File: src/rtl/kvbt_pkg.sv
// Package for the paged key/value block table manager.
// Holds shared widths, command and status codes, register indexes and the geometry struct.
// No dependencies.
`default_nettype none

package kvbt_pkg;

    localparam int NUM_BLOCKS_DEF         = 1024;
    localparam int MAX_BLOCKS_PER_SEQ_DEF = 64;
    localparam int NUM_SEQ_SLOTS_DEF      = 16;

    localparam int CMD_W      = 3;
    localparam int ID_W       = 64;
    localparam int TOK_W      = 15;
    localparam int LAYER_W    = 7;
    localparam int STATUS_W   = 3;
    localparam int ADDR_W     = 47;
    localparam int FREE_W     = 11;
    localparam int TPB_W      = 9;
    localparam int HC_W       = 8;
    localparam int HW_W       = 9;
    localparam int LC_W       = 8;
    localparam int BASE_W     = 46;
    localparam int REF_W      = 5;
    localparam int CFG_IDX_W  = 3;
    localparam int CFG_DATA_W = 46;
    localparam int DVD_W      = 16;

    localparam logic [REF_W-1:0] REF_MAX = 5'd31;

    typedef enum logic [CMD_W-1:0] {
        CMD_CREATE     = 3'd0,
        CMD_FREE       = 3'd1,
        CMD_APPEND     = 3'd2,
        CMD_FORK       = 3'd3,
        CMD_KEY_ADDR   = 3'd4,
        CMD_VALUE_ADDR = 3'd5
    } t_cmd;

    typedef enum logic [STATUS_W-1:0] {
        ST_OK        = 3'd0,
        ST_NOT_FOUND = 3'd1,
        ST_EXISTS    = 3'd2,
        ST_TOO_LONG  = 3'd3,
        ST_NO_BLOCKS = 3'd4,
        ST_NO_SLOT   = 3'd5,
        ST_BAD_POS   = 3'd6
    } t_status;

    typedef enum logic [CFG_IDX_W-1:0] {
        CFG_TPB       = 3'd0,
        CFG_HEADS     = 3'd1,
        CFG_HEAD_W    = 3'd2,
        CFG_LAYERS    = 3'd3,
        CFG_POOL_BASE = 3'd4
    } t_cfg_idx;

    typedef struct packed {
        logic [TPB_W-1:0]  tpb;
        logic [HC_W-1:0]   hc;
        logic [HW_W-1:0]   hw;
        logic [LC_W-1:0]   lc;
        logic [BASE_W-1:0] base;
    } t_geom;

endpackage

`default_nettype wire

File: src/rtl/kvbt_addr.sv
// Element address pipeline: products of the block geometry, then the offset sums.
// Depends on kvbt_pkg.
`default_nettype none

module kvbt_addr #(
    parameter int BLK_W = 10
) (
    input  wire logic                           i_clk,
    input  wire logic                           i_rst_n,
    input  wire logic                           i_start,
    input  wire kvbt_pkg::t_geom                i_geom,
    input  wire logic [BLK_W-1:0]               i_block,
    input  wire logic [kvbt_pkg::LAYER_W-1:0]   i_layer,
    input  wire logic [kvbt_pkg::TPB_W-1:0]     i_rem,
    input  wire logic                           i_value,
    output logic                                o_done,
    output logic [kvbt_pkg::ADDR_W-1:0]         o_addr
);

    localparam int AW     = kvbt_pkg::ADDR_W;
    localparam int PROD_W = BLK_W + 34;

    logic              r_run;
    logic              r_done;
    logic [2:0]        r_cnt;
    logic [16:0]       r_p1;
    logic [16:0]       r_q1;
    logic [25:0]       r_pb;
    logic [25:0]       r_row;
    logic [33:0]       r_lyr;
    logic [32:0]       r_lay;
    logic [26:0]       r_part;
    logic [PROD_W-1:0] r_blkoff;
    logic [AW-1:0]     r_sum1;
    logic [AW-1:0]     r_sum2;
    logic [AW-1:0]     r_addr;

    always_ff @(posedge i_clk) begin
        if (!i_rst_n) begin
            r_run  <= 1'b0;
            r_done <= 1'b0;
            r_cnt  <= '0;
        end else begin
            r_done <= 1'b0;
            if (i_start) begin
                r_run <= 1'b1;
                r_cnt <= 3'd1;
            end else if (r_run) begin
                r_cnt <= r_cnt + 3'd1;
                if (r_cnt == 3'd5) begin
                    r_run  <= 1'b0;
                    r_done <= 1'b1;
                end
            end
        end
    end

    // Each product is registered before it feeds the next one.
    always_ff @(posedge i_clk) begin
        r_p1     <= 17'(i_geom.tpb * i_geom.hc);
        r_q1     <= 17'(i_geom.hc * i_geom.hw);
        r_pb     <= 26'(r_p1 * i_geom.hw);
        r_row    <= 26'(i_rem * r_q1);
        r_lyr    <= 34'(r_pb * i_geom.lc);
        r_lay    <= 33'(i_layer * r_pb);
        r_part   <= 27'(r_row) + (i_value ? 27'(r_pb) : 27'd0);
        r_blkoff <= PROD_W'(i_block * r_lyr);
        r_sum1   <= AW'(i_geom.base) + AW'({r_lay, 1'b0});
        r_sum2   <= r_sum1 + AW'(r_part);
        r_addr   <= r_sum2 + AW'({r_blkoff, 1'b0});
    end

    assign o_done = r_done;
    assign o_addr = r_addr;

endmodule

`default_nettype wire
File: config.mk
export PLATFORM = sky130hd
export DESIGN_NAME = kvbt_addr
export DESIGN_NICKNAME = d
export VERILOG_FILES = /design/src/rtl/kvbt_pkg.sv /design/src/rtl/kvbt_addr.sv
export SDC_FILE = /design/constraint.sdc
export NUM_CORES = 2
export LEC_CHECK = 0
export BUFFER_PORTS_ARGS = -buffer_cell sky130_fd_sc_hd__buf_2
export CAP_MARGIN = 20
export CORE_MARGIN = 5
export CORE_UTILIZATION = 35
export DETAILED_ROUTE_END_ITERATION = 12
export PLACE_DENSITY_LB_ADDON = 0.12
export SYNTH_ARGS = -nofsm -noshare
export SYNTH_HDL_FRONTEND = slang
export SYNTH_SLANG_ARGS = --single-unit
File: constraint.sdc
create_clock -name i_clk -period 18.85 [get_ports i_clk]
set_input_delay 1.885 -clock i_clk [delete_from_list [all_inputs] [get_ports i_clk]]
set_output_delay 1.885 -clock i_clk [all_outputs]
set_load 0.02 [all_outputs]
==> Yosys cells after proc, flatten, opt, wreduce, memory -nomap -nowiden <==
Cells that the tools add are included.
{ "classes": {"n_addsub": 5, "n_mul": 7, "n_eq_ne": 1, "n_mux": 7, "n_bitwise": 2, "n_reduce_logical": 3} }
{ "op_table": {"columns": ["op", "count"], "rows": [
  ["$add A46 B34 Y47", 1],
  ["$add A47 B27 Y47", 1],
  ["$add A47 B45 Y47", 1],
  ["$mul A10 B34 Y44", 1],
  ["$mul A26 B8 Y34", 1],
  ["$mul A7 B26 Y33", 1],
  ["$add A26 B26 Y27", 1],
  ["$mul A17 B9 Y26", 1],
  ["$mul A9 B17 Y26", 1],
  ["$mux W26", 1],
  ["$mul A8 B9 Y17", 1],
  ["$mul A9 B8 Y17", 1],
  ["$mux W1", 6],
  ["$add A3 B1 Y3 const B", 1],
  ["$eq A3 B3 Y1 const B", 1],
  ["$reduce_or A3 Y1", 1],
  ["$not A1 Y1", 2],
  ["$reduce_bool A2 Y1", 1],
  ["$reduce_or A2 Y1", 1]
]} }
{ "totals": {"ff_bits": 370, "output_inout_bits": 48, "word_cells": 40} }

==> Longest topological paths before layout <==
{ "logic_depth": {"word_depth": 4, "ltp_mapped": 24, "depth_no_buf": 22} }

==> Worst setup path after synthesis <==
OpenSTA, ideal clock, no wires.
{ "synth_timing": {"kind": "input to register", "from": "input port i_block[1]", "to": "register r_blkoff[36]", "setup_ns": 0.124, "arrival_time_ns": 7.282, "setup_slack_ns": 11.444, "path_stages": 24, "n_path_buf": 2, "cell_sequence": "clkbuf_1 > clkbuf_1 > nand2_1 > fa_1 > inv_1 > fa_1 > inv_1 > fa_1 > inv_1 > fa_1 > inv_1 > fa_1 > inv_1 > ha_1 > o21a_1 > nor2_1 > a31oi_1 > and2_1 > a21oi_1 > o31a_1 > or3b_2 > o21ai_1 > a31oi_1 > xnor2_1"} }
{ "synth_via": {"elab_chain_cells": 1} }
{ "synth_rtl": {"columns": ["element", "line_no", "text"], "rows": [
  ["start: declaration", "kvbt_addr.sv:12", "input wire logic [BLK_W-1:0] i_block,"],
  ["$mul A10 B34 Y44", "kvbt_addr.sv:67", "r_blkoff <= PROD_W'(i_block * r_lyr);"],
  ["end signal: assignment", "kvbt_addr.sv:67", null],
  ["end: declaration", "kvbt_addr.sv:33", "logic [PROD_W-1:0] r_blkoff;"]
]} }
Every way passes these cells.
A chain may end at the register's enable or synchronous reset.

==> Final worst setup path <==
Same ends and word-level chain as after synthesis.

==> results.ini <==
[timing]
rsz0062_at_grt=no
skew_ps=23.3
relSlewSlack_pct=33.0
fin_tns_setup_ps=0
worst_pin_slew_ps=1000
setup_viol=0
fmax_mhz=134
period_share_pct=39.5
post-route-min-period_ps=7440
hold_violations=0
drv_slew=0

[critical_path]
cp-end-kind=register
required_ps=19350
worstPathArrival_ps=7950
cp-endpoint=r_blkoff[36]
critPathLaunch=i_block[1]
startpoint_type=input pin
r2r_setup_slack_ps=12740
criticalPathCategory=in -> reg
r2r_start=r_lyr[6]
r2r_cells=22
worstReg2RegEnd=r_blkoff[36]
critPathMaxFanout=34

[synthesis]
synth_edf_count=0
ys_seq_area_share_pct=14.7
synth_area_per_cell_um2=8.88
yosysWarningCount=0
syn-num-nets=7083
synth_ff_type=dfxtp_1
yosysUniqueCellTypes=74
ys_ff_latch=370
synthArstFlopShare_pct=0
synthesis.area_mm2=0.0504
syn_inst=5674

[clock_tree]
cts_resized=0
cts_max_path_buffers=3
cts-htree-levels=2
cts_tree=built
clkTransAtPathRegs_ps=60
clkSinkCount=370
post-cts-setup-buffers=0
cts_root_buffer=clkbuf_16
cts_hold_buf=0
clock_latency_ps=620
cts_buffers=49

[global_routing]
grt_max_degree=35
grt_pass1_wl_um=221000
antenna_found_initial=15
grt_pass1_vias=39568
grt_overflow=0
globalRouteTotalUtil_pct=18.1

[floorplan]
io_pins=158
core_mm2=0.143
start_util_pct=35.1
fp-row-count=139
die_h_um=389
die_area_mm2=0.152
fp.dieW_um=389

[detailed_routing]
antenna_left=0
viasPerCell=4.89
first_pass_iters=6
via_count=37137
drc=0
routedWlPerCell_um=17.8
routed_wl_um=135000
drtIter0Drc=1818

[run]
cap_violations=0

[placed_design]
place_inst=7508
portBuffers=157
dpl.hpwl_um=110000
gp_congestion=0.835

[run_status]
outcome=complete, no violations

[min_path]
hp-class=reg -> reg
hp-start=r_sum2[0]

[cells_and_area]
fillers=14808
drive_gt1_share_pct=4.90
nets=7065
instances_no_fill=7601
area_delta_synth_final_pct=8.09

-- layout by cell type (no fill, tap or decap), types with 9 or more instances in the layout --
cell type,instances
nand2b_1,41
nand4_1,23
a21oi_1,251
buf_2,157
nand2_1,841
clkbuf_16,49
and3_1,34
a31oi_1,27
o21ai_0,149
a21o_1,129
nor2b_1,39
nand3_1,60
clkinv_2,10
xor2_1,96
a211oi_1,24
o21bai_1,34
nor3_1,48
inv_1,840
ha_1,482
nor4_1,10
o21a_1,36
o31ai_1,11
a21boi_0,9
o211ai_1,13
dfxtp_1,370
and2_1,529
o31a_1,10
buf_4,12
xnor2_1,206
nor2_1,172
or3_1,15
fa_1,817
-- cell families (layout without fill, tap and decap cells) --
| kind of cell | after synthesis | after routing | synth area share [%] |
|---|---|---|---|
| AO/OA/AOI/OAI | 773 | 773 | 9.72 |
| XOR/XNOR | 302 | 302 | 5.25 |
| other | 0 | 5 | 0 |
| flip-flops | 370 | 370 | 14.7 |
| adder cells (fa/ha/maj) | 1299 | 1299 | 44.4 |
| buffers and inverters | 1078 | 1097 | 8.06 |
| AND/OR/NAND/NOR | 1852 | 1852 | 17.8 |
-- routing by layer --
| metal | share of wire, % | vias up | global-route usage (%) |
|---|---|---|---|
| li1 | - | 17779 | - |
| met3 | 3.9 | 114 | 2.09 |
| met4 | 1.5 | 10 | 3.06 |
| met2 | 45 | 611 | 29.1 |
| met5 | 0.052 | - | 0 |
| met1 | 50 | 18623 | 26.6 |
-- critical path: stages --
cell and delay (ps):
buf_2 620, nand2_1 170, fa_1 580, inv_1 60, fa_1 510, inv_1 60
fa_1 520, inv_1 50, fa_1 470, inv_1 50, fa_1 470, inv_1 40
ha_1 320, o21a_1 140, nor2_1 30, a31oi_1 230, and2_1 210, a21oi_1 120
o31a_1 310, or3b_2 500, o21ai_1 260, a31oi_1 150, xnor2_1 140
-- Yosys cell counts, types with 8 or more instances --
cell	instances	area (um2)
a21oi_1	251	1260
buf_1	16	60.1
o21bai_1	34	255
o31a_1	10	87.6
nor2b_1	39	244
dfxtp_1	370	7410
o211ai_1	13	97.6
ha_1	482	6030
clkbuf_1	212	796
and3_1	34	213
a211oi_1	24	180
xor2_1	96	841
o21ai_0	149	746
nand4_1	23	144
or2_2	8	50.1
nand3_1	60	300
nand2_1	841	3160
o21a_1	36	270
a21o_1	129	968
nor4_1	10	62.6
nand2b_1	41	257
nor2_1	172	646
fa_1	817	16400
and2_1	529	3310
buf_2	8	40.0
a31oi_1	27	169
o31ai_1	11	82.6
a21boi_0	9	67.6
xnor2_1	206	1800
inv_1	840	3150
or3_1	15	93.8
nor3_1	48	240
-- stage by stage --
step / utilization (%) / hold WS, ps / worst slack, ps / area, um2
6_report: 38.0 / 347 / 11410 / 54400
5_1_grt: 38.0 / 367 / 11070 / 54400
4_1_cts: 38.0 / 351 / 11490 / 54400
3_5_place_dp: 36.8 / 326 / 10790 / 52700
3_3_place_gp: 36.8 / 313 / 10840 / 52700
2_1_floorplan: - / 310 / 11440 / 50400
-- final cells by class --
cell class	instances	area, um2	area share, %
Antenna cell	5	12.5	0.0230
Clock buffer	59	1300	2.39
Clock inverter	29	408	0.749
Inverter	840	3150	5.79
Multi-Input combinational cell	4226	38900	71.5
Sequential cell	370	7410	13.6
Tap cell	1903	2380	4.37
Timing Repair Buffer	169	876	1.61
-- worst min-delay path by stage --
stage                      endpoint  slack, ps  depth (start not counted)
final                     o_addr[0]        350                          0
after global routing      o_addr[0]        370                          0
after CTS                 o_addr[0]        350                          0
after detailed placement  o_addr[0]        330                          0
after global placement    o_addr[0]        310                          0
after floorplan           o_addr[0]        310                          0
-- state kept, by name, indices dropped and copies added, names as in the netlist, 26 cells and up --
name,flops
r_row,26
r_sum2,47
r_lay,33
o_addr,47
r_sum1,47
r_part,27
r_lyr,34
r_pb,26
r_blkoff,44
Power is left out: the tool's default activity adds up to more than one toggle a clock period on the data nets, which glitch-free logic cannot reach.
