## src/rtl/kvbt_pkg.sv

```systemverilog
// Package for the paged key/value block table manager.
// Holds shared widths, command and status codes, register indexes and the geometry struct.
// No dependencies.
`default_nettype none

package kvbt_pkg;

    localparam int NUM_BLOCKS_DEF         = 1024;
    localparam int MAX_BLOCKS_PER_SEQ_DEF = 64;
    localparam int NUM_SEQ_SLOTS_DEF      = 16;

    localparam int CMD_W      = 3;
    localparam int ID_W       = 64;
    localparam int TOK_W      = 15;
    localparam int LAYER_W    = 7;
    localparam int STATUS_W   = 3;
    localparam int ADDR_W     = 47;
    localparam int FREE_W     = 11;
    localparam int TPB_W      = 9;
    localparam int HC_W       = 8;
    localparam int HW_W       = 9;
    localparam int LC_W       = 8;
    localparam int BASE_W     = 46;
    localparam int REF_W      = 5;
    localparam int CFG_IDX_W  = 3;
    localparam int CFG_DATA_W = 46;
    localparam int DVD_W      = 16;

    localparam logic [REF_W-1:0] REF_MAX = 5'd31;

    typedef enum logic [CMD_W-1:0] {
        CMD_CREATE     = 3'd0,
        CMD_FREE       = 3'd1,
        CMD_APPEND     = 3'd2,
        CMD_FORK       = 3'd3,
        CMD_KEY_ADDR   = 3'd4,
        CMD_VALUE_ADDR = 3'd5
    } t_cmd;

    typedef enum logic [STATUS_W-1:0] {
        ST_OK        = 3'd0,
        ST_NOT_FOUND = 3'd1,
        ST_EXISTS    = 3'd2,
        ST_TOO_LONG  = 3'd3,
        ST_NO_BLOCKS = 3'd4,
        ST_NO_SLOT   = 3'd5,
        ST_BAD_POS   = 3'd6
    } t_status;

    typedef enum logic [CFG_IDX_W-1:0] {
        CFG_TPB       = 3'd0,
        CFG_HEADS     = 3'd1,
        CFG_HEAD_W    = 3'd2,
        CFG_LAYERS    = 3'd3,
        CFG_POOL_BASE = 3'd4
    } t_cfg_idx;

    typedef struct packed {
        logic [TPB_W-1:0]  tpb;
        logic [HC_W-1:0]   hc;
        logic [HW_W-1:0]   hw;
        logic [LC_W-1:0]   lc;
        logic [BASE_W-1:0] base;
    } t_geom;

endpackage

`default_nettype wire

```

## src/rtl/kvbt_div.sv

```systemverilog
// Restoring divider, one quotient bit per cycle, for token counts by tokens per block.
// Depends on kvbt_pkg.
`default_nettype none

module kvbt_div (
    input  wire logic                         i_clk,
    input  wire logic                         i_rst_n,
    input  wire logic                         i_start,
    input  wire logic [kvbt_pkg::DVD_W-1:0]   i_dividend,
    input  wire logic [kvbt_pkg::TPB_W-1:0]   i_divisor,
    output logic                              o_done,
    output logic [kvbt_pkg::DVD_W-1:0]        o_quot,
    output logic [kvbt_pkg::TPB_W-1:0]        o_rem
);

    localparam int DW = kvbt_pkg::DVD_W;
    localparam int RW = kvbt_pkg::TPB_W;

    logic          r_busy;
    logic          r_done;
    logic [4:0]    r_cnt;
    logic [DW-1:0] r_q;
    logic [RW-1:0] r_r;
    logic [RW-1:0] r_d;
    logic [RW:0]   trial;
    logic          ge;
    logic [DW-1:0] n_q;
    logic [RW-1:0] n_r;

    always_comb begin
        trial = {r_r, r_q[DW-1]};
        ge    = trial >= {1'b0, r_d};
        n_r   = ge ? RW'(trial - {1'b0, r_d}) : trial[RW-1:0];
        n_q   = {r_q[DW-2:0], ge};
    end

    always_ff @(posedge i_clk) begin
        if (!i_rst_n) begin
            r_busy <= 1'b0;
            r_done <= 1'b0;
            r_cnt  <= '0;
        end else begin
            r_done <= 1'b0;
            if (i_start) begin
                r_busy <= 1'b1;
                r_cnt  <= 5'(DW);
            end else if (r_busy) begin
                r_cnt <= r_cnt - 5'd1;
                if (r_cnt == 5'd1) begin
                    r_busy <= 1'b0;
                    r_done <= 1'b1;
                end
            end
        end
    end

    always_ff @(posedge i_clk) begin
        if (i_start) begin
            r_q <= i_dividend;
            r_r <= '0;
            r_d <= i_divisor;
        end else if (r_busy) begin
            r_q <= n_q;
            r_r <= n_r;
        end
    end

    assign o_done = r_done;
    assign o_quot = r_q;
    assign o_rem  = r_r;

endmodule

`default_nettype wire

```

## config.mk

```make
export PLATFORM = sky130hd
export DESIGN_NAME = kvbt_div
export DESIGN_NICKNAME = d
export VERILOG_FILES = /design/src/rtl/kvbt_pkg.sv /design/src/rtl/kvbt_div.sv
export SDC_FILE = /design/constraint.sdc
export NUM_CORES = 1
export LEC_CHECK = 0
export BUFFER_PORTS_ARGS = -buffer_cell sky130_fd_sc_hd__buf_2
export CORE_UTILIZATION = 40
export CTS_BUF_LIST = sky130_fd_sc_hd__clkbuf_16
export DETAILED_ROUTE_END_ITERATION = 6
export SLEW_MARGIN = 15
export SYNTH_ARGS = -nofsm -noshare
export SYNTH_HDL_FRONTEND = slang
export SYNTH_SLANG_ARGS = --single-unit
```

## constraint.sdc

```tcl
create_clock -name i_clk -period 2.9 [get_ports i_clk]
set_input_delay 0.29 -clock i_clk [delete_from_list [all_inputs] [get_ports i_clk]]
set_output_delay 0.29 -clock i_clk [all_outputs]
set_load 0.02 [all_outputs]
```

**After elaboration in Yosys (flattened, before gate mapping)**

Cells that the tools add are included.

- Add/subtract/negate cells: 2
- Magnitude comparators: 1
- Eq/ne operators: 1
- Multiplexer cells: 9
- Bitwise logic cells: 2
- Reductions and logical operators: 3

Operator list:

| cell | count |
|---|---|
| 16-bit 2-to-1 mux | 2 |
| 10-bit by 9-bit >= comparator with 1-bit output | 1 |
| 5-bit 2-to-1 mux | 2 |
| 9-bit 2-to-1 mux | 1 |
| 9-bit subtractor | 1 |
| 5-bit by 1-bit equality test with 1-bit output (second input constant) | 1 |
| 5-bit by 1-bit subtractor with 5-bit output (second input constant) | 1 |
| 1-bit 2-to-1 mux | 4 |
| 3-bit OR reduction | 1 |
| 1-bit inverter | 2 |
| 2-bit nonzero test | 1 |
| 2-bit OR reduction | 1 |

- Flip-flop bits (word level): 41
- Output and inout bits: 26
- Logic and storage cells: 25

**Longest topological paths before layout**

Gate-level depths: netlist of run 1.

- Depth after elaboration: 4
- Mapped depth: 10
- Gate-level depth less buffers: 9

**Worst setup path after synthesis of run 1**

No wires, ideal clock.

- Kind: register to register
- From: reg r_q[15] (netlist: o_quot[15])
- To: reg r_r[1] (netlist: o_rem[1])
- Library setup time: 88 ps
- Arrival: 2189 ps
- Data required time: 2812 ps
- Path slack: 623 ps
- Cell stages (with the launch flop): 11
- Period minus slack after synthesis: 2277 ps
- Cells stage by stage: edfxtp_1 > inv_1 > ha_1 > inv_1 > fa_1 > a21o_1 > a32o_1 > nand3b_4 > buf_6 > nand3_1 > a311oi_2

- Word-level cells in the longest chain between the ends: 2
- Elaborated cells on any way between the ends: 3
- Those cells by class: add/sub: 1; order compare: 1; mux: 1

Ends and longest elaborated chain:

| what | line | text |
|---|---|---|
| from (decl) | kvbt_div.sv:22 | `logic [DW-1:0] r_q;` |
| from (signal assigned) | kvbt_div.sv:59 | `r_q <= i_dividend;` |
| from (signal assigned) | kvbt_div.sv:63 | `r_q <= n_q;` |
| 9-bit subtractor or 10-bit by 9-bit >= comparator with 1-bit output (tied branches) | kvbt_div.sv:33, kvbt_div.sv:32 |  |
| 9-bit 2-to-1 mux * | kvbt_div.sv:33 | `n_r = ge ? RW'(trial - {1'b0, r_d}) : trial[RW-1:0];` |
| to (signal assigned) | kvbt_div.sv:64 | `r_r <= n_r;` |
| to (decl) | kvbt_div.sv:23 | `logic [RW-1:0] r_r;` |

Every way passes the cells marked *; elsewhere a longest branch is shown, timed or not.
A chain may end at the register's enable or synchronous reset.

**Final worst setup path of run 1**

- From: reg r_q[15] (netlist: o_quot[15])
- To: reg r_q[0] (netlist: o_quot[0]), data pin

- Word-level cells in the longest chain between the ends: 3

Ends and longest elaborated chain:

| what | line | text |
|---|---|---|
| 10-bit by 9-bit >= comparator with 1-bit output | kvbt_div.sv:32 | `ge = trial >= {1'b0, r_d};` |
| 16-bit 2-to-1 mux | kvbt_div.sv:62 | `end else if (r_busy) begin` |
| 16-bit 2-to-1 mux | kvbt_div.sv:58 | `if (i_start) begin` |

Every way passes these cells. The select of a mux whose other input is x is not followed.

==> results of run 1 <==
## registers in the layout, summed over array words and instances, names as in the netlist
register,count
r_d,9
r_cnt,5
o_done,1
o_quot,16
r_busy,1
o_rem,9
## path summary, 6_finish.rpt
check / startpoint / endpoint / slack, ns
max reg2reg: o_quot[15]$_DFFE_PP_ / o_quot[0]$_DFFE_PP_ / 0.55
min reg2reg: r_cnt[1]$_SDFFE_PP0P_ / r_cnt[1]$_SDFFE_PP0P_ / 0.50
min: i_divisor[0] / r_d[0]$_DFFE_PP_ / 0.18
max: o_quot[15]$_DFFE_PP_ / o_quot[0]$_DFFE_PP_ / 0.55
## critical path: stages (launching register included)
cell and delay [ns]:
sky130_fd_sc_hd__edfxtp_1 0.37, sky130_fd_sc_hd__inv_1 0.09, sky130_fd_sc_hd__ha_1 0.21, sky130_fd_sc_hd__inv_1 0.07
sky130_fd_sc_hd__fa_1 0.43, sky130_fd_sc_hd__a21o_1 0.22, sky130_fd_sc_hd__a32o_1 0.23, sky130_fd_sc_hd__nand3b_4 0.19
sky130_fd_sc_hd__and2_1 0.20, sky130_fd_sc_hd__a21oi_1 0.07
## metal layers
layer	up-vias	track usage [%]	routed length, um
met5	-	0	0
met1	775	20.9	2100
met3	4	4.31	254
li1	818	-	-
met4	0	5.77	45
met2	54	27.0	1960
## final cells by class
cell class | count | area [sq um]
multi-input cells | 127 | 1020
flip-flops and latches | 41 | 1070
well taps | 70 | 87.6
clock buffers | 5 | 125
clock inverters | 3 | 21.3
fillers | 483 | 2540
inverters | 15 | 56.3
repair buffers | 55 | 280
## cell usage after synthesis (2+ instances only)
| master | instances |
|---|---|
| sky130_fd_sc_hd__xor2_1 | 3 |
| sky130_fd_sc_hd__nor2b_1 | 4 |
| sky130_fd_sc_hd__clkbuf_1 | 3 |
| sky130_fd_sc_hd__a31oi_1 | 3 |
| sky130_fd_sc_hd__xnor2_1 | 6 |
| sky130_fd_sc_hd__buf_1 | 2 |
| sky130_fd_sc_hd__nor2_1 | 11 |
| sky130_fd_sc_hd__edfxtp_1 | 25 |
| sky130_fd_sc_hd__inv_1 | 15 |
| sky130_fd_sc_hd__a211oi_1 | 4 |
| sky130_fd_sc_hd__nor3_1 | 3 |
| sky130_fd_sc_hd__mux2_2 | 15 |
| sky130_fd_sc_hd__and3_1 | 4 |
| sky130_fd_sc_hd__nand2_1 | 8 |
| sky130_fd_sc_hd__buf_6 | 3 |
| sky130_fd_sc_hd__ha_1 | 11 |
| sky130_fd_sc_hd__dfxtp_1 | 16 |
| sky130_fd_sc_hd__nand3_1 | 8 |
| sky130_fd_sc_hd__nand2b_1 | 2 |
| sky130_fd_sc_hd__a311oi_1 | 5 |
| sky130_fd_sc_hd__o21ai_0 | 3 |
| sky130_fd_sc_hd__a21o_1 | 9 |
| sky130_fd_sc_hd__a21oi_1 | 4 |
## metrics by stage
stage	area (sq um)	util, %
global route	2660	51.2
CTS	2660	51.2
floorplan	2200	-
finish	2660	51.2
detailed placement	2520	48.3
global placement	2520	48.3
## where the power goes
group          internal, mW  leakage, nW  total [mW]  switching (mW)
clock                 0.320       0.0702       0.542           0.223
combinational         0.166        0.710       0.381           0.215
sequential            0.679        0.381       0.712          0.0330
total                  1.16         1.16        1.64           0.471
## cells by family (layout without fill, tap and decap cells)
group | count (synthesis) | count (layout) | share of synthesized area [%]
flops | 41 | 41 | 48.7
xor+xnor | 9 | 9 | 3.58
compound gates | 43 | 43 | 15.8
fa+ha+maj | 12 | 12 | 7.16
mux | 15 | 15 | 7.67
simple gates | 48 | 48 | 12.2
buf+inv | 23 | 78 | 4.95
==> results.sh, run 1 <==
export IMPL_drc=0
export IMPL_reg2regPathDepth=9
export IMPL_postRouteAntennaNets=0
export IMPL_worst_endpoint_arrival_ns=2.37
export IMPL_fin_setup_tns_ns=0
export IMPL_place_port_buffers=53
export IMPL_synth_edff_count=25
export IMPL_synth_top_cell_by_area="sky130_fd_sc_hd__edfxtp_1"
export IMPL_place_detailed_hpwl_um=3160
export IMPL_grt_first_pass_wirelength_um=7490
export IMPL_clock_sink_count=41
export IMPL_layout_cells_most_common_list="sky130_fd_sc_hd__buf_2, sky130_fd_sc_hd__edfxtp_1, sky130_fd_sc_hd__dfxtp_1, sky130_fd_sc_hd__inv_1, sky130_fd_sc_hd__mux2_2"
export IMPL_h_tree_depth=2
export IMPL_drv_max_cap_violation_count=0
export IMPL_standard_cell_row_count=26
export IMPL_drive_above_1_share_pct=35.4
export IMPL_tightestPinTransition_ns=0.702
export IMPL_wl_per_cell_um=13.8
export IMPL_root_buffer="sky130_fd_sc_hd__clkbuf_16"
export IMPL_p_per_area_nw_per_um2=614
export IMPL_ios=54
export IMPL_dr_first_iter_drc_count=77
export IMPL_insertedDiodeCount=0
export IMPL_cts_repair_resized=0
export IMPL_synth_area_top_cells="sky130_fd_sc_hd__edfxtp_1, sky130_fd_sc_hd__dfxtp_1, sky130_fd_sc_hd__mux2_2"
export IMPL_post_route_worst_setup_slack_ns=0.547
export IMPL_synth_flop_cell="sky130_fd_sc_hd__edfxtp_1"
export IMPL_post_cts_buffers=0
export IMPL_holdWs_ns=0.179
export IMPL_synth_seq_area_share_pct=48.7
export IMPL_async_sr_flop_fraction_pct=0
export IMPL_synth_cell_type_count=47
export IMPL_insertion_delay_ns=0.28
export IMPL_grt_use_total_pct=16.4
export IMPL_slew_headroom_pct=53.1
export IMPL_final_hold_violation_count=0
export IMPL_vias_in_the_first_global_route=1603
export IMPL_chipWidth_um=76.2
export IMPL_cts_tree="built"
export IMPL_layout_commonest_cell="sky130_fd_sc_hd__buf_2"
export IMPL_totalPowerFinal_mw=1.64
export IMPL_worstPathMaxFanout=16
export IMPL_cts_hold_buffers_added=0
export IMPL_dp_cells=308
export IMPL_critPathLaunchType="register"
export IMPL_yosysWarnings=0
export IMPL_clock_buffer_count_from_cts=5
export IMPL_routabilityCongestion=0.805
export IMPL_fin_crit_sh_pct=81.1
export IMPL_globalRouteOverflowTotal=0
export IMPL_data_required_time_at_the_worst_endpoint_ns=2.92
export IMPL_nets=285
export IMPL_floorplan_die_area_sq_um=5800
export IMPL_initial_core_util_pct=42.3
export IMPL_grt_start_max_net_pins=32
export IMPL_maxSlewViolCount=0
export IMPL_worstHoldPathCells=1
export IMPL_synth_seq_cells=41
export IMPL_ir_worst_vdd_v=0.000338
export IMPL_max_freq_mhz=425
export IMPL_antenna_violations_before_repair=0
export IMPL_avgSynthCellArea_sq_um=11.5
export IMPL_period_minus_slack_ns=2.35
export IMPL_grt_setup_unrepaired="false"
export IMPL_clk_pin_slew_worst_paths_ns=0.06
export IMPL_synthToLayoutAreaGrowth_pct=21.0
export IMPL_post_synth_inst_count=191
export IMPL_synthDominantCellAreaShare_pct=34.1
export IMPL_worstHoldPathType="in2reg"
export IMPL_synth_nets=231
export IMPL_outcome="completed"
export IMPL_cts_buffer_depth=2
export IMPL_synth_area_sq_um=2200
export IMPL_routed_wirelength_um=4360
export IMPL_clock_skew_final_ns=0.00571
export IMPL_power_leakage_nw=1.16
export IMPL_critPathCaptureType="register"
export IMPL_finalSetupViolations=0
export IMPL_post_place_ws_ns=0.560
export IMPL_die_height_um=76.2
export IMPL_vias=1651
export IMPL_drt_first_pass_iters=4
export IMPL_post_drt_via_cell_ratio=5.22
export IMPL_path_class="reg2reg"
export IMPL_core_region_area_sq_um=5200
export IMPL_number_of_standard_cells_in_the_layout_taps_in_and_fillers_out=316
(Power assumes the default switching activity.)
==> run 2: changes to the inputs <==
Settings changed: ABC_AREA set to 1, PLACE_DENSITY set to 0.65.
Clock period 2.9 ns to 2.15 ns, I/O delays scaled along.
==> run 2 against run 1 <==
Net effect: highest routed layer unchanged; via count grew 13%; register-to-register slack got worse by 0.34 ns; final cell count is 28% higher; fmax rose by 21%; wire length increased by 8.4%; hold slack worse by 0.069 ns; power is 30% higher; first-iteration DRC count is the same.
==> results.sh, run 2 <==
export IMPL_grt_start_max_net_pins=24
export IMPL_cts_buffer_depth=2
export IMPL_postRouteAntennaNets=0
export IMPL_critPathCaptureType="register"
export IMPL_vias_in_the_first_global_route=1715
export IMPL_chipWidth_um=76.1
export IMPL_drt_first_pass_iters=5
export IMPL_core_region_area_sq_um=5200
export IMPL_worstHoldPathCells=1
export IMPL_root_buffer="sky130_fd_sc_hd__clkbuf_16"
export IMPL_post_route_util_pct=52.4
export IMPL_rr_endpoint="o_rem[2]$_SDFFE_PP0P_"
export IMPL_antenna_violations_before_repair=0
export IMPL_post_route_worst_setup_slack_ns=0.206
export IMPL_grt_setup_unrepaired="false"
export IMPL_reg2reg_from="o_rem[1]$_SDFFE_PP0P_"
export IMPL_drv_max_cap_violation_count=0
export IMPL_worst_endpoint_arrival_ns=2.15
export IMPL_post_synth_inst_count=271
export IMPL_grt_first_pass_wirelength_um=7860
export IMPL_critPathMostFrequentCell="sky130_fd_sc_hd__nand2_1"
export IMPL_synth_seq_cells=41
export IMPL_synth_top_cell_by_area="sky130_fd_sc_hd__edfxtp_1"
export IMPL_synth_most_common_cell="sky130_fd_sc_hd__nand2_1"
export IMPL_totalPowerFinal_mw=2.12
export IMPL_synth_edff_count=25
export IMPL_nets=372
export IMPL_insertedDiodeCount=0
export IMPL_crit_path_max_incr_delay_ns=0.38
export IMPL_p_per_area_nw_per_um2=778
export IMPL_floorplan_die_area_sq_um=5790
export IMPL_synth_area_top_cells="sky130_fd_sc_hd__edfxtp_1, sky130_fd_sc_hd__nand2_1, sky130_fd_sc_hd__dfxtp_1"
export IMPL_critical_path_cell_chain="ha_1 > nand2_1 > inv_1 > nand2_1 > nor2_2 > nor2_2 > nand2_2 > nand2_1 > nand3_1 > o21ai_0"
export IMPL_worst_path_max_delay_cell="sky130_fd_sc_hd__ha_1"
export IMPL_avgSynthCellArea_sq_um=8.11
export IMPL_layout_commonest_cell="sky130_fd_sc_hd__nand2_1"
export IMPL_maxSlewViolCount=0
export IMPL_period_minus_slack_ns=1.94
export IMPL_finalSetupViolations=0
export IMPL_async_sr_flop_fraction_pct=0
export IMPL_grt_use_total_pct=17.1
export IMPL_insertion_delay_ns=0.28
export IMPL_reg2regPathDepth=10
export IMPL_regToRegSetupSlack_ns=0.21
export IMPL_dr_first_iter_drc_count=77
export IMPL_routed_wirelength_um=4720
export IMPL_clock_skew_final_ns=0.00173
export IMPL_max_freq_mhz=514
export IMPL_cts_tree="built"
export IMPL_synth_flop_cell="sky130_fd_sc_hd__edfxtp_1"
export IMPL_synthToLayoutAreaGrowth_pct=24.2
export IMPL_h_tree_depth=2
export IMPL_place_detailed_hpwl_um=3620
export IMPL_drive_above_1_share_pct=22.8
export IMPL_clock_buffer_count_from_cts=5
export IMPL_tightestPinTransition_ns=0.498
export IMPL_data_required_time_at_the_worst_endpoint_ns=2.35
export IMPL_slew_headroom_pct=66.6
export IMPL_standard_cell_row_count=26
export IMPL_routabilityCongestion=0.901
export IMPL_fin_crit_sh_pct=90.4
export IMPL_globalRouteOverflowTotal=0
export IMPL_cts_hold_buffers_added=0
export IMPL_synthDominantCellAreaShare_pct=34.2
export IMPL_clock_sink_count=41
export IMPL_clk_pin_slew_worst_paths_ns=0.06
export IMPL_power_leakage_nw=1.44
export IMPL_outcome="completed"
export IMPL_worstPathMaxFanout=11
export IMPL_wl_per_cell_um=11.7
export IMPL_layout_cells_most_common_list="sky130_fd_sc_hd__nand2_1, sky130_fd_sc_hd__buf_2, sky130_fd_sc_hd__inv_1, sky130_fd_sc_hd__nand3_1, sky130_fd_sc_hd__edfxtp_1"
export IMPL_final_hold_violation_count=0
export IMPL_synth_common_cells="sky130_fd_sc_hd__nand2_1, sky130_fd_sc_hd__inv_1, sky130_fd_sc_hd__nand3_1"
export IMPL_initial_core_util_pct=42.2
export IMPL_die_height_um=76.1
export IMPL_synth_nets=311
export IMPL_synth_seq_area_share_pct=48.7
export IMPL_min_delay_worst_endpoint="r_d[3]$_DFFE_PP_"
export IMPL_post_drt_via_cell_ratio=4.63
export IMPL_worstHoldPathType="in2reg"
export IMPL_largest_reg_flops=16
export IMPL_post_place_ws_ns=0.161
export IMPL_holdCritStartpoint="i_divisor[3]"
export IMPL_yosysWarnings=0
export IMPL_vias=1865
export IMPL_ios=54
export IMPL_place_port_buffers=53
export IMPL_ir_worst_vdd_v=0.000445
export IMPL_synth_cell_type_count=28
export IMPL_post_cts_buffers=0
export IMPL_critPathLaunchType="register"
export IMPL_fin_setup_tns_ns=0
export IMPL_drc=0
export IMPL_path_class="reg2reg"
export IMPL_synth_area_sq_um=2200
-- run 2: area by class of cell --
cell class | instances | area, sq um
multi-input cells | 183 | 936
inverters | 42 | 158
fillers | 502 | 2480
well taps | 70 | 87.6
repair buffers | 59 | 310
clock inverters | 3 | 41.3
flip-flops and latches | 41 | 1070
clock buffers | 5 | 125
-- run 2: worst max path at each step --
stage / start / to / slack, ns / depth (start not counted)
final: o_rem[1]$_SDFFE_PP0P_ / o_rem[2]$_SDFFE_PP0P_ / 0.21 / 10
after CTS: o_quot[15]$_DFFE_PP_ / o_rem[0]$_SDFFE_PP0P_ / 0.16 / 11
after global placement: o_quot[15]$_DFFE_PP_ / o_rem[6]$_SDFFE_PP0P_ / 0.24 / 11
after detailed placement: o_quot[15]$_DFFE_PP_ / o_rem[0]$_SDFFE_PP0P_ / 0.16 / 11
after global routing: o_rem[1]$_SDFFE_PP0P_ / o_rem[3]$_SDFFE_PP0P_ / 0.01 / 10
after floorplan: o_quot[15]$_DFFE_PP_ / o_rem[0]$_SDFFE_PP0P_ / 0.25 / 11
-- run 2: metal layers --
| layer | vias to the layer above | track usage [%] | routed length (um) |
|---|---|---|---|
| met4 | 0 | 5.38 | 41 |
| met5 | - | 0 | 0 |
| met2 | 40 | 28.7 | 2280 |
| met3 | 5 | 3.59 | 178 |
| met1 | 835 | 22.1 | 2220 |
| li1 | 985 | - | - |
-- run 2: logic make-up after synthesis --
family | after synthesis | share of synthesized area (%)
XOR/XNOR | 4 | 1.59
AND/OR/NAND/NOR | 153 | 30.0
buffers and inverters | 47 | 8.88
adder cells (fa/ha/maj) | 12 | 7.18
AO/OA/AOI/OAI | 14 | 3.64
flip-flops | 41 | 48.7
-- run 2: stage by stage --
step	std cells	hold WS (ns)	cell area, sq um
finish	403	0.110	2730
global route	403	0.0967	2730
CTS	403	0.104	2720
detailed placement	395	0.393	2560
global placement	395	0.394	2560
floorplan	271	0.314	2200
-- run 2: what timing repair did --
action / 4_1_cts / 5_1_grt
setup endpoints to repair: 0 / 5
hold endpoints to repair: 0 / 0
gates resized for setup: 0 / 1
-- run 2: power breakdown --
| group | switching (mW) | internal [mW] |
|---|---|---|
| clock | 0.289 | 0.543 |
| combinational | 0.225 | 0.131 |
| sequential | 0.0308 | 0.903 |
-- run 2: critical path, delay by kind of cell (launching register included) --
kind	cells	cell delay [ns]
flops	1	0.34
simple gates	7	0.98
compound gates	1	0.09
fa+ha+maj	1	0.38
buf+inv	1	0.06
==> run 3: changes to the inputs <==
Settings changed: REMOVE_ABC_BUFFERS set to 1.
==> run 3 against run 2 <==
Net effect: setup slack better by 0.0059 ns; critical endpoint is now o_rem[4]$_SDFFE_PP0P_; critical path depth up 1; wire length down 2.0%; global-route usage up 0.34 points; non-clock buffer count up 3; clock power down 1%; combinational power down 1%.
==> results.sh, run 3 (same netlist as run 2, synthesis figures left out) <==
export IMPL_root_buffer="sky130_fd_sc_hd__clkbuf_16"
export IMPL_p_sw_uw=531
export IMPL_critPathLaunchType="register"
export IMPL_max_freq_mhz=516
export IMPL_placed_cell_area_sq_um=2560
export IMPL_number_of_standard_cells_in_the_layout_taps_in_and_fillers_out=406
export IMPL_grt_first_pass_wirelength_um=8070
export IMPL_largest_reg_flops=16
export IMPL_grt_start_max_net_pins=23
export IMPL_seq_power_share_pct=44.4
export IMPL_synthToLayoutAreaGrowth_pct=25.7
export IMPL_drive_above_1_share_pct=23.5
export IMPL_drv_max_cap_violation_count=0
export IMPL_wl_per_cell_um=11.4
export IMPL_vias=1894
export IMPL_insertedDiodeCount=0
export IMPL_layout_cells_most_common_list="sky130_fd_sc_hd__nand2_1, sky130_fd_sc_hd__buf_2, sky130_fd_sc_hd__inv_1, sky130_fd_sc_hd__nand3_1, sky130_fd_sc_hd__edfxtp_1"
export IMPL_finalSetupViolations=0
export IMPL_floorplan_die_area_sq_um=5790
export IMPL_fin_setup_tns_ns=0
export IMPL_core_region_area_sq_um=5200
export IMPL_place_port_buffers=53
export IMPL_outcome="completed"
export IMPL_routed_wirelength_um=4630
export IMPL_dr_first_iter_drc_count=75
export IMPL_layout_cell_area_non_filler_sq_um=2760
export IMPL_path_class="reg2reg"
export IMPL_clock_skew_final_ns=0.00652
export IMPL_nets=375
export IMPL_ios=54
export IMPL_totalPowerFinal_mw=2.11
export IMPL_p_per_area_nw_per_um2=763
export IMPL_die_height_um=76.1
export IMPL_place_detailed_hpwl_um=3470
export IMPL_holdWs_ns=0.111
export IMPL_clk_pin_slew_worst_paths_ns=0.06
export IMPL_routabilityCongestion=0.870
export IMPL_insertion_delay_ns=0.28
export IMPL_post_route_util_pct=53.1
export IMPL_cts_buffer_depth=2
export IMPL_maxSlewViolCount=0
export IMPL_antenna_violations_before_repair=0
export IMPL_layout_commonest_cell="sky130_fd_sc_hd__nand2_1"
export IMPL_period_minus_slack_ns=1.94
export IMPL_clock_sink_count=41
export IMPL_globalRouteOverflowTotal=0
export IMPL_slew_headroom_pct=73.6
export IMPL_post_route_worst_setup_slack_ns=0.212
export IMPL_power_leakage_nw=1.46
export IMPL_clock_buffer_count_from_cts=5
export IMPL_worstPathMaxFanout=6
export IMPL_post_place_ws_ns=0.0972
export IMPL_final_hold_violation_count=0
export IMPL_ir_worst_vdd_v=0.000502
export IMPL_standard_cell_row_count=26
export IMPL_fin_crit_sh_pct=90.1
export IMPL_drc=0
export IMPL_tightestPinTransition_ns=0.395
export IMPL_worst_endpoint_arrival_ns=2.10
export IMPL_comb_power_share_pct=16.7
export IMPL_worstHoldPathType="in2reg"
export IMPL_clock_power_share_pct=38.9
export IMPL_data_required_time_at_the_worst_endpoint_ns=2.31
export IMPL_power_internal_mw=1.58
export IMPL_vias_in_the_first_global_route=1856
export IMPL_dp_cells=395
export IMPL_p_sw_share_pct=25.2
export IMPL_postRouteAntennaNets=0
export IMPL_h_tree_depth=2
export IMPL_initial_core_util_pct=42.2
export IMPL_cts_tree="built"
export IMPL_drt_first_pass_iters=4
export IMPL_critPathCaptureType="register"
export IMPL_chipWidth_um=76.1
export IMPL_grt_use_total_pct=17.5
export IMPL_post_drt_via_cell_ratio=4.67
==> run 3: changes by cell type in the layout (fill, tap and decap cells not counted), sizes merged <==
cell      change
buf           +3
clkinvlp      -1
inv           +1
==> run 3: power groups by stage <==
stage	combinational [mW]	clock [mW]	sequential, mW
2_1_floorplan	0.180	0	0.996
3_3_place_gp	0.345	0	0.951
3_5_place_dp	0.351	0	0.950
4_1_cts	0.352	0.836	0.936
5_1_grt	0.399	0.863	0.943
6_report	0.351	0.820	0.935
==> run 3: critical path: stages, from the launching register on <==
cell	delay, ns
sky130_fd_sc_hd__edfxtp_1	0.38
sky130_fd_sc_hd__inv_1	0.09
sky130_fd_sc_hd__ha_1	0.14
sky130_fd_sc_hd__inv_1	0.07
sky130_fd_sc_hd__fa_1	0.42
sky130_fd_sc_hd__nand2_1	0.12
sky130_fd_sc_hd__nand3_2	0.10
sky130_fd_sc_hd__nand2_4	0.13
sky130_fd_sc_hd__buf_12	0.12
sky130_fd_sc_hd__nand3_1	0.07
sky130_fd_sc_hd__nand3_1	0.09
sky130_fd_sc_hd__o21ai_0	0.08
==> run 3: repair_timing <==
action	4_1_cts	5_1_grt
setup endpoints to repair	0	8
resized for setup	0	1
hold buffers	0	0
setup buffers	0	3
==> run 3: area by class of cell <==
class | count | area, sq um
flip-flops and latches | 41 | 1070
clock buffers | 5 | 125
well taps | 70 | 87.6
repair buffers | 62 | 345
inverters | 42 | 158
fillers | 518 | 2440
clock inverters | 3 | 38.8
multi-input cells | 183 | 936
==> run 3: worst paths after layout <==
path,cells after the start,start,endpoint,slack (ns)
worst min-delay path,1,i_divisor[0],r_d[0]$_DFFE_PP_,0.11
worst max-delay path,11,o_quot[15]$_DFFE_PP_,o_rem[4]$_SDFFE_PP0P_,0.21
worst min register to register,2,r_cnt[4]$_SDFFE_PN0P_,r_cnt[4]$_SDFFE_PN0P_,0.47
worst max register to register,11,o_quot[15]$_DFFE_PP_,o_rem[4]$_SDFFE_PP0P_,0.21
==> run 3: metal layers <==
metal	wire (um)	GRT usage (%)	part of all wire [%]	up-vias
li1	-	-	-	988
met1	2160	21.6	47	851
met2	2210	29.4	48	47
met3	181	4.07	3.9	8
met4	81	6.92	1.7	0
met5	0	0	0	-
